--- config.mk ---
export PLATFORM = sky130hd
export DESIGN_NAME = quarter_tick_step_clock_generator_top
export DESIGN_NICKNAME = d
export VERILOG_FILES = /design/src/rtl/qtsc_pkg.sv /design/src/rtl/quarter_tick_step_clock_generator_top.sv /design/src/rtl/qtsc_csr.sv /design/src/rtl/qtsc_core.sv
export SDC_FILE = /design/constraint.sdc
export NUM_CORES = 1
export LEC_CHECK = 0
export ABC_AREA = 1
export BUFFER_PORTS_ARGS = -buffer_cell sky130_fd_sc_hd__buf_2
export CAP_MARGIN = 20
export CELL_PAD_IN_SITES_DETAIL_PLACEMENT = 0
export CELL_PAD_IN_SITES_GLOBAL_PLACEMENT = 1
export CORE_MARGIN = 2
export CORE_UTILIZATION = 45
export DETAILED_ROUTE_END_ITERATION = 8
export PLACE_DENSITY_LB_ADDON = 0.15
export SYNTH_ARGS = -nofsm -noshare
export SYNTH_HDL_FRONTEND = slang
export SYNTH_SLANG_ARGS = --single-unit
--- constraint.sdc ---
create_clock -name clock -period 5.7 [get_ports clock]
set_input_delay 0.855 -clock clock [delete_from_list [all_inputs] [get_ports clock]]
set_output_delay 0.855 -clock clock [all_outputs]
set_load 0.02 [all_outputs]
--- src/rtl/qtsc_pkg.sv ---
package qtsc_pkg;

   localparam int CSR_ADDR_W = 4;
   localparam int CSR_DATA_W = 32;
   localparam int CNT_W      = 16;
   localparam int MS_W       = 10;

   // register indexes (byte address / 4)
   typedef enum logic [1:0] {
      REG_MANUAL_MODE  = 2'd0,
      REG_QUARTER_MS   = 2'd1,
      REG_DEBOUNCE_MS  = 2'd2,
      REG_START_WAIT   = 2'd3
   } reg_index_type;

   localparam logic             MANUAL_MODE_RST = 1'b0;
   localparam logic [MS_W-1:0]  QUARTER_MS_RST  = 10'd250;
   localparam logic [MS_W-1:0]  DEBOUNCE_MS_RST = 10'd50;
   localparam logic [CNT_W-1:0] START_WAIT_RST  = 16'd1000;

   localparam logic [CNT_W-1:0] CNT_MAX    = '1;
   localparam logic [1:0]       PHASE_RST  = 2'd3;
   localparam logic [1:0]       PHASE_SET  = 2'd1;
   localparam logic [1:0]       PHASE_IDLE = 2'd3;
   localparam logic [2:0]       STEP_FIRST = 3'd1;
   localparam logic [2:0]       STEP_BAD   = 3'd7;

   typedef struct packed {
      logic             manual_mode;
      logic [MS_W-1:0]  quarter_period_ms;
      logic [MS_W-1:0]  debounce_ms;
      logic [CNT_W-1:0] start_wait_ms;
   } cfg_type;

   typedef struct packed {
      logic valid;
      logic value;
   } mode_wr_type;

   typedef struct packed {
      logic [7:0] pattern;
      logic       pattern_updated;
      logic       waiting;
   } rsp_type;

   // one-hot step in bits 7..2 (step 1 at bit 7), enable in bit 1, set in bit 0
   function automatic logic [7:0] make_pattern(input logic [1:0] phase,
                                               input logic [2:0] step);
      logic [7:0] onehot;
      case (step)
         3'd1:    onehot = 8'h80;
         3'd2:    onehot = 8'h40;
         3'd3:    onehot = 8'h20;
         3'd4:    onehot = 8'h10;
         3'd5:    onehot = 8'h08;
         3'd6:    onehot = 8'h04;
         default: onehot = 8'h00;
      endcase
      return onehot | {6'b0, (phase != PHASE_IDLE), (phase == PHASE_SET)};
   endfunction

endpackage

--- src/rtl/quarter_tick_step_clock_generator_top.sv ---
// Quarter-tick step clock generator. Each req_ transfer is one millisecond tick
// carrying the sampled button level; each one yields exactly one rsp_ transfer
// with the held 8-bit pattern (one-hot step 1..6 in bits 7..2, enable in bit 1,
// set in bit 0), a flag that a quarter tick fired on this tick, and the waiting
// flag of automatic mode. The block takes one tick per clock cycle: the timer,
// debouncer and phase/step update sit in one short combinational pass that
// loads the result register, so a result appears the cycle after its transfer
// and a new tick is taken whenever the result register is empty or being
// drained. Registers (byte address): 0x0 manual_mode, 0x4 quarter_period_ms,
// 0x8 debounce_ms, 0xC start_wait_ms. Writing manual_mode also loads the
// debouncer levels with the written value. Write registers only while idle.
module quarter_tick_step_clock_generator_top
   import qtsc_pkg::*;
(
   input  logic                  clock,
   input  logic                  reset,

   input  logic                  req_valid,
   output logic                  req_ready,
   input  logic                  req_button_level,

   output logic                  rsp_valid,
   input  logic                  rsp_ready,
   output logic [7:0]            rsp_pattern,
   output logic                  rsp_pattern_updated,
   output logic                  rsp_waiting,

   input  logic                  csr_psel,
   input  logic                  csr_penable,
   input  logic                  csr_pwrite,
   input  logic [CSR_ADDR_W-1:0] csr_paddr,
   input  logic [CSR_DATA_W-1:0] csr_pwdata,
   output logic [CSR_DATA_W-1:0] csr_prdata,
   output logic                  csr_pready
);

   cfg_type     cfg;
   mode_wr_type mode_wr;
   rsp_type     rsp_next;
   rsp_type     rsp_ff;
   logic        rsp_valid_ff, rsp_valid_in;
   logic        accept;

   qtsc_csr u_csr (
      .clock       (clock),
      .reset       (reset),
      .csr_psel    (csr_psel),
      .csr_penable (csr_penable),
      .csr_pwrite  (csr_pwrite),
      .csr_paddr   (csr_paddr),
      .csr_pwdata  (csr_pwdata),
      .csr_prdata  (csr_prdata),
      .csr_pready  (csr_pready),
      .cfg         (cfg),
      .mode_wr     (mode_wr)
   );

   // take a new tick whenever the result register frees up this cycle
   assign req_ready = !rsp_valid_ff || rsp_ready;
   assign accept    = req_valid && req_ready;

   qtsc_core u_core (
      .clock        (clock),
      .reset        (reset),
      .accept       (accept),
      .button_level (req_button_level),
      .cfg          (cfg),
      .mode_wr      (mode_wr),
      .rsp          (rsp_next)
   );

   // result register: load on accept, drop once the transfer completes
   always_comb begin
      rsp_valid_in = rsp_valid_ff;
      if (accept) begin
         rsp_valid_in = 1'b1;
      end else if (rsp_ready) begin
         rsp_valid_in = 1'b0;
      end
   end

   always_ff @(posedge clock) begin
      if (reset) begin
         rsp_valid_ff <= 1'b0;
      end else begin
         rsp_valid_ff <= rsp_valid_in;
      end
   end

   // payload holds until the next accepted tick
   always_ff @(posedge clock) begin
      if (accept) begin
         rsp_ff <= rsp_next;
      end
   end

   assign rsp_valid           = rsp_valid_ff;
   assign rsp_pattern         = rsp_ff.pattern;
   assign rsp_pattern_updated = rsp_ff.pattern_updated;
   assign rsp_waiting         = rsp_ff.waiting;

endmodule

--- src/rtl/qtsc_csr.sv ---
module qtsc_csr
   import qtsc_pkg::*;
(
   input  logic                  clock,
   input  logic                  reset,
   input  logic                  csr_psel,
   input  logic                  csr_penable,
   input  logic                  csr_pwrite,
   input  logic [CSR_ADDR_W-1:0] csr_paddr,
   input  logic [CSR_DATA_W-1:0] csr_pwdata,
   output logic [CSR_DATA_W-1:0] csr_prdata,
   output logic                  csr_pready,
   output cfg_type               cfg,
   output mode_wr_type           mode_wr
);

   cfg_type       cfg_ff, cfg_in;
   logic          wr_en;
   reg_index_type idx;

   assign idx        = reg_index_type'(csr_paddr[CSR_ADDR_W-1:2]);
   assign wr_en      = csr_psel && csr_penable && csr_pwrite;
   assign csr_pready = 1'b1;

   always_comb begin
      cfg_in = cfg_ff;
      if (wr_en) begin
         case (idx)
            REG_MANUAL_MODE: cfg_in.manual_mode       = csr_pwdata[0];
            REG_QUARTER_MS:  cfg_in.quarter_period_ms = csr_pwdata[MS_W-1:0];
            REG_DEBOUNCE_MS: cfg_in.debounce_ms       = csr_pwdata[MS_W-1:0];
            REG_START_WAIT:  cfg_in.start_wait_ms     = csr_pwdata[CNT_W-1:0];
            default:         cfg_in = cfg_ff;
         endcase
      end
   end

   always_ff @(posedge clock) begin
      if (reset) begin
         cfg_ff.manual_mode       <= MANUAL_MODE_RST;
         cfg_ff.quarter_period_ms <= QUARTER_MS_RST;
         cfg_ff.debounce_ms       <= DEBOUNCE_MS_RST;
         cfg_ff.start_wait_ms     <= START_WAIT_RST;
      end else begin
         cfg_ff <= cfg_in;
      end
   end

   always_comb begin
      case (idx)
         REG_MANUAL_MODE: csr_prdata = {{(CSR_DATA_W-1){1'b0}}, cfg_ff.manual_mode};
         REG_QUARTER_MS:  csr_prdata = {{(CSR_DATA_W-MS_W){1'b0}}, cfg_ff.quarter_period_ms};
         REG_DEBOUNCE_MS: csr_prdata = {{(CSR_DATA_W-MS_W){1'b0}}, cfg_ff.debounce_ms};
         REG_START_WAIT:  csr_prdata = {{(CSR_DATA_W-CNT_W){1'b0}}, cfg_ff.start_wait_ms};
         default:         csr_prdata = '0;
      endcase
   end

   assign cfg           = cfg_ff;
   assign mode_wr.valid = wr_en && (idx == REG_MANUAL_MODE);
   assign mode_wr.value = csr_pwdata[0];

endmodule

--- src/rtl/qtsc_core.sv ---
module qtsc_core
   import qtsc_pkg::*;
(
   input  logic        clock,
   input  logic        reset,
   input  logic        accept,
   input  logic        button_level,
   input  cfg_type     cfg,
   input  mode_wr_type mode_wr,
   output rsp_type     rsp
);

   logic [1:0]       phase_ff, phase_in;
   logic [2:0]       step_ff, step_in;
   logic             running_ff, running_in;
   logic [CNT_W-1:0] elapsed_ff, elapsed_in;
   logic [CNT_W-1:0] steady_ff, steady_in;
   logic             stable_ff, stable_in;
   logic             prev_ff, prev_in;
   logic [7:0]       pattern_ff, pattern_in;

   logic             fire;
   logic [CNT_W-1:0] elapsed_inc;
   logic [2:0]       step_inc;

   assign elapsed_inc = (elapsed_ff == CNT_MAX) ? CNT_MAX : elapsed_ff + 1'b1;
   assign step_inc    = step_ff + 1'b1;

   always_comb begin
      fire       = 1'b0;
      running_in = running_ff;
      elapsed_in = elapsed_ff;
      steady_in  = steady_ff;
      stable_in  = stable_ff;
      prev_in    = prev_ff;
      phase_in   = phase_ff;
      step_in    = step_ff;
      pattern_in = pattern_ff;

      if (accept) begin
         if (!cfg.manual_mode) begin
            elapsed_in = elapsed_inc;
            if (!running_ff) begin
               if (elapsed_inc >= cfg.start_wait_ms) begin
                  running_in = 1'b1;
               end
            end else if (elapsed_inc > {{(CNT_W-MS_W){1'b0}}, cfg.quarter_period_ms}) begin
               fire       = 1'b1;
               elapsed_in = '0;
            end
         end else begin
            if (button_level != prev_ff) begin
               steady_in = '0;
            end else begin
               steady_in = (steady_ff == CNT_MAX) ? CNT_MAX : steady_ff + 1'b1;
            end
            if ((steady_in > {{(CNT_W-MS_W){1'b0}}, cfg.debounce_ms}) &&
                (button_level != stable_ff)) begin
               stable_in = button_level;
               fire      = button_level;
            end
            prev_in = button_level;
         end

         // advance phase; step advances on every wrap to phase 0
         if (fire) begin
            phase_in = phase_ff + 1'b1;
            if (phase_in == 2'd0) begin
               step_in = (step_inc == STEP_BAD || step_inc == 3'd0) ? STEP_FIRST : step_inc;
            end
            pattern_in = make_pattern(phase_in, step_in);
         end
      end

      if (mode_wr.valid) begin
         stable_in = mode_wr.value;
         prev_in   = mode_wr.value;
      end
   end

   always_ff @(posedge clock) begin
      if (reset) begin
         phase_ff   <= PHASE_RST;
         step_ff    <= '0;
         running_ff <= 1'b0;
         elapsed_ff <= '0;
         steady_ff  <= '0;
         stable_ff  <= MANUAL_MODE_RST;
         prev_ff    <= MANUAL_MODE_RST;
         pattern_ff <= '0;
      end else begin
         phase_ff   <= phase_in;
         step_ff    <= step_in;
         running_ff <= running_in;
         elapsed_ff <= elapsed_in;
         steady_ff  <= steady_in;
         stable_ff  <= stable_in;
         prev_ff    <= prev_in;
         pattern_ff <= pattern_in;
      end
   end

   assign rsp.pattern         = pattern_in;
   assign rsp.pattern_updated = fire;
   assign rsp.waiting         = !running_in;

`ifndef SYNTH
   a_timed_fire_running: assert property (@(posedge clock) disable iff (reset)
      fire && !cfg.manual_mode |-> running_ff)
      else $error("timed quarter tick before start");

   a_step_legal: assert property (@(posedge clock) disable iff (reset)
      step_ff != STEP_BAD)
      else $error("step count out of range");

   a_phase_only_on_fire: assert property (@(posedge clock) disable iff (reset)
      !fire |=> $stable(phase_ff))
      else $error("phase moved without quarter tick");

   a_run_only_auto: assert property (@(posedge clock) disable iff (reset)
      !running_ff && cfg.manual_mode |=> !running_ff)
      else $error("clock started in manual mode");
`endif

endmodule

## Yosys cells after proc, flatten, opt, wreduce, memory -nomap -nowiden

Cells that the tools add are included.

| operators by class | value |
|---|---|
| magnitude comparators | 3 |
| bitwise operators | 2 |
| muxes and demuxes | 35 |
| reduce and logical (&&, ||, !) cells | 25 |
| add/subtract/negate cells | 4 |
| equality and inequality tests | 16 |

Operator list:

| cell | count |
|---|---|
| $pmux 32 s4 | 1 |
| $mux 16 | 7 |
| $pmux 8 s6 | 1 |
| $add 16x1->16 const B | 2 |
| $eq 16x16->1 const B | 2 |
| $gt 16x10->1 | 2 |
| $mux 8 | 4 |
| $mux 1 | 18 |
| $ge 16x16->1 | 1 |
| $reduce_and 2->1 | 8 |
| $eq 3x3->1 const B | 4 |
| $mux 3 | 4 |
| $or 8x2->8 | 1 |
| $reduce_bool 2->1 | 4 |
| $eq 3x2->1 const B | 2 |
| $logic_and 1x1->1 | 5 |
| $eq 2x1->1 const B | 2 |
| $eq 2x2->1 const B | 2 |
| $logic_not 2->1 | 2 |
| $add 3x1->3 const B | 1 |
| $eq 3x1->1 const B | 1 |
| $logic_not 3->1 | 1 |
| $reduce_and 3->1 | 1 |
| $add 2x1->2 const B | 1 |
| other kinds (5) | 8 |

| storage, ports and cells | value |
|---|---|
| bits in registers | 96 |
| bits of input ports | 44 |
| output and inout bits | 45 |

## Depth between registers and ports, before layout

| logic depth | value |
|---|---|
| depth after elaboration | 19 |
| depth in mapped cells | 29 |
| depth with buffers taken out | 28 |

## By module

Synthesis repeated with hierarchy kept, for this count alone.

| unflattened totals | value |
|---|---|
| cell total of the unflattened synthesis | 915 |
| area, all modules | 6226.0 um^2 |

By module, submodules not included:

| module | area each (um^2) | instances | cells each | sequential area each (um^2) |
|---|---|---|---|---|
| qtsc_core | 3960.0 | 1 | 609 | 960.9 |
| qtsc_csr | 1918.1 | 1 | 290 | 740.7 |
| quarter_tick_step_clock_generator_top | 347.8 | 1 | 16 | 320.3 |

## Worst setup path before layout

OpenSTA, ideal clock, no wires.

| timing | value |
|---|---|
| path type | input-to-reg |
| start | in req_button_level |
| end | reg rsp_ff, in the netlist rsp_pattern[6], data pin |
| slack | 2.587 ns |
| stages on the path | 20 |
| arrival time | 2.862 ns |
| data required time | 5.449 ns |
| path buffers | 1 |
| cells stage by stage | xnor2_1 > clkbuf_1 > inv_1 > a21oi_1 > ha_1 > a21oi_1 > o21a_1 > nand2_1 > nand2_1 > nand2_1 > nand2_1 > nand2_1 > inv_1 > nand2_1 > nand2_2 > nand2_4 > nand2_4 > nand2_1 > nand2_1 > inv_1 |

RTL lines:

| what | line | RTL |
|---|---|---|
| start: declaration | quarter_tick_step_clock_generator_top.sv:20 | `input logic req_button_level,` |
| end signal: assignment | quarter_tick_step_clock_generator_top.sv:93 | `rsp_ff <= rsp_next;` |
| end: declaration | quarter_tick_step_clock_generator_top.sv:40 | `rsp_type rsp_ff;` |

==> results.yml <==
floorplan:
  initial_core_util: 0.4630
  fp.dieArea_um2: 14020
  core-area_um2: 12720
  dieWidth_um: 118.4
  fp.dieH_um: 118.4
  std_cell_rows: 41
  io_pins: 89
global_routing:
  antenna_found_initial: 0
  grt_pass1_vias: 5047
  first_pass_grt_wire_length_um: 24300
  grt_start_max_net_pins: 54
  overall_track_demand_over_capacity_in_global_routing: 0.2153
  overall_overflow_remaining_after_global_route: 0
logic_synthesis:
  syn-instance-count: 836
  yosysWarnings: 0
  synthesis.area_um2: 5891
  yosysTopAreaCell: "dfxtp_1"
  ys_top_cells_by_count: "172 x nand2_1, 112 x inv_1, 86 x dfxtp_1"
  synth-edff-count: 10
  synthFlopType: "dfxtp_1"
  yosys_register_bits: 96
  netlist.area_leader.share: 0.2923
  async_reset_ff_frac: 0
  synth_area_per_cell_um2: 7.046
  ys_seq_area_frac: 0.3432
  synth_top_cells_by_area: "dfxtp_1 29%, nand2_1 11%, ha_1 9.3%"
  top_count_cell_post_synth: "nand2_1"
  synth.lib_cells_used.distinct: 39
power_and_ir_drop:
  static_leakage_power_nw: 3.167
  total_power_w: 0.001484
  power.density_nw_per_um2: 226.5
  switchingPower_w: 0.0003692
  comb_power_share: 0.083
  p_clk_frac: 0.446
  reg_power_frac: 0.471
  max-vdd-ir-drop_mv: 0.1353
  internal_power_w: 0.001115
  swShare: 0.2488
layout:
  fill_cells: 1331
  antenna_cells_inserted: 0
  flow.area_growth_from_synthesis_pct: 11.21
  nNetsFinal: 967
  drive_gt1_frac: 0.1222
worst_setup_path:
  worst_ep_arrival_time_ns: 3.64
  cp-start-kind: "flop"
  end_kind: "flop"
  critPathKind: "flop to flop"
  worst_ep_required_time_ns: 5.82
  critical_path_peak_fanout: 18
routing:
  number_of_remaining_drc_errors: 0
  routedWlPerCell_um: 13.84
  dr.first_iter.drc_count: 357
  post_drt_via_cell_ratio: 5.067
  drt-total-wl_um: 14620
  drt-pass1-iter-count: 5
  ant_nets: 0
  detailroute.via_count: 5351
clock_network:
  cts_tree: "built"
  postCtsResizedCells: 0
  cts-root-to-sink-buffers: 2
  ctsHtreeMaxLevel: 3
  clock_network_latency_to_the_later_pin_of_the_worst_skew_pair_ns: 0.36
  clock_sinks: 96
  path_clk_slew_ns: 0.07
  post_cts.repair.setup_buffers: 0
  cts_root_buf: "clkbuf_16"
  number_of_buffers_inserted_by_hold_repair_at_cts: 0
  cts-buffers-inserted: 9
place:
  port-buffer-count: 53
  hpwlAfterDp_um: 11100
  place_congestion: 0.8403
sta:
  max_slew.worst_pin.slew_ns: 1.045
  finalHoldViolations: 0
  finClkSkew_ns: 0.005896
  final_min_period_over_clock_period: 0.6189
  max_clock_freq_ghz: 0.2835
  drv_slew: 0
  post-route-min-period_ns: 3.528
  totalNegativeSetupSlack_ns: 0
  timing.max_slew.rel_slack: 0.3008
  finalSetupViolCount: 0
  rsz0062_at_grt: "false"
run:
  drv_cap: 0
hold_path:
  holdCritPathClass: "flop to flop"
outcome:
  outcome: "finished, final reports clean"
-- worst max-delay path: stages, from the launching register on --
cell and delay (ns):
dfxtp_1 0.38, ha_1 0.18, nand2_1 0.14, nor3_2 0.29, nand2_2 0.19, inv_1 0.21
o21ai_0 0.18, inv_1 0.10, ha_1 0.24, a21oi_1 0.13, o21a_1 0.12, nand2_1 0.06
nand2_1 0.06, nand2_1 0.04, nand2_1 0.10, nand2_1 0.06, inv_1 0.05, nand2_1 0.09
nand2_2 0.11, nand2_4 0.15, nand2_4 0.17, nand2_1 0.08, nand2_1 0.08, inv_1 0.04
-- routing by layer --
layer / GRT usage / routed length [um]
met4: 0.06250 / 227
met3: 0.03813 / 593
met2: 0.3815 / 7285
met1: 0.2664 / 6509
met5: 0 / 0
-- power by group through the flow --
stage / clock (W) / sequential [W] / combinational (W)
4_1_cts: 0.000676 / 0.000699 / 0.000124
3_3_place_gp: 0 / 0.000714 / 0.000121
6_report: 0.000662 / 0.000699 / 0.000124
2_1_floorplan: 0 / 0.000717 / 0.0000868
5_1_grt: 0.000701 / 0.000700 / 0.000138
3_5_place_dp: 0 / 0.000714 / 0.000123
-- final cells by class --
class | instances | area (um2) | area share
clock buffer | 10 | 229.0 | 0.03495
clock inverter | 6 | 92.59 | 0.01413
inverter | 118 | 442.9 | 0.06761
multi-input combinational | 596 | 3247 | 0.4956
sequential | 96 | 2022 | 0.3086
tap | 172 | 215.2 | 0.03285
timing repair buffer | 58 | 302.8 | 0.04622
-- per-stage QoR --
stage	worst slack (ns)	util	instances	hold slack, ns	cell area [um2]
after detailed placement	2.047	0.4897	1040	0.4828	6230
after global placement	2.120	0.4897	1040	0.4690	6230
after CTS	2.162	0.5149	1056	0.4942	6551
after global routing	1.829	0.5149	1056	0.5219	6551
final	2.172	0.5149	1056	0.4934	6551
after floorplan	2.587	-	851	0.4497	5947
-- cells in the final DEF, fill, tap and decap left out, types with 3 or more instances in the layout --
master / instances
nand2_2: 10
xor2_1: 7
ha_1: 44
o211ai_1: 15
clkbuf_16: 9
nand3_2: 6
a21oi_1: 76
nor3_1: 4
nand3_1: 61
dfxtp_1: 86
o221ai_1: 9
buf_2: 53
conb_1: 17
xnor2_1: 5
edfxtp_1: 10
inv_1: 112
nand2_1: 172
buf_4: 5
nor2_2: 7
inv_2: 4
o21ai_0: 57
or2_2: 3
nand4_1: 15
nor2_1: 68
-- worst paths after layout --
check / start / slack (ns) / to / cells after the start
max reg2reg: u_core.steady_ff[0] / 2.17 / rsp_pattern[4] / 23
max: u_core.steady_ff[0] / 2.17 / rsp_pattern[4] / 23
min reg2reg: u_csr.cfg[34] / 0.49 / u_csr.cfg[34] / 2
min: u_csr.cfg[34] / 0.49 / u_csr.cfg[34] / 2
-- registers in the layout, indices dropped and copies added, names as in the netlist --
| name | cells |
|---|---|
| u_core.pattern_ff | 8 |
| rsp_waiting | 1 |
| u_core.prev_ff | 1 |
| u_core.step_ff | 3 |
| rsp_pattern | 8 |
| u_csr.cfg | 37 |
| u_core.stable_ff | 1 |
| rsp_valid | 1 |
| u_core.phase_ff | 2 |
| u_core.running_ff | 1 |
| rsp_pattern_updated | 1 |
| u_core.steady_ff | 16 |
| u_core.elapsed_ff | 16 |
-- cell families (layout without fill, tap and decap cells) --
logic type | after synthesis | in the layout | synth area share
flip-flops | 96 | 96 | 0.3432
AND/OR/NAND/NOR | 356 | 356 | 0.2717
buffers and inverters | 159 | 192 | 0.1151
other | 2 | 17 | 0.001275
adder cells (fa/ha/maj) | 44 | 44 | 0.09346
XOR/XNOR | 12 | 12 | 0.01784
AO/OA/AOI/OAI | 167 | 167 | 0.1574
No activity file was read; power rests on OpenSTA's default activity.
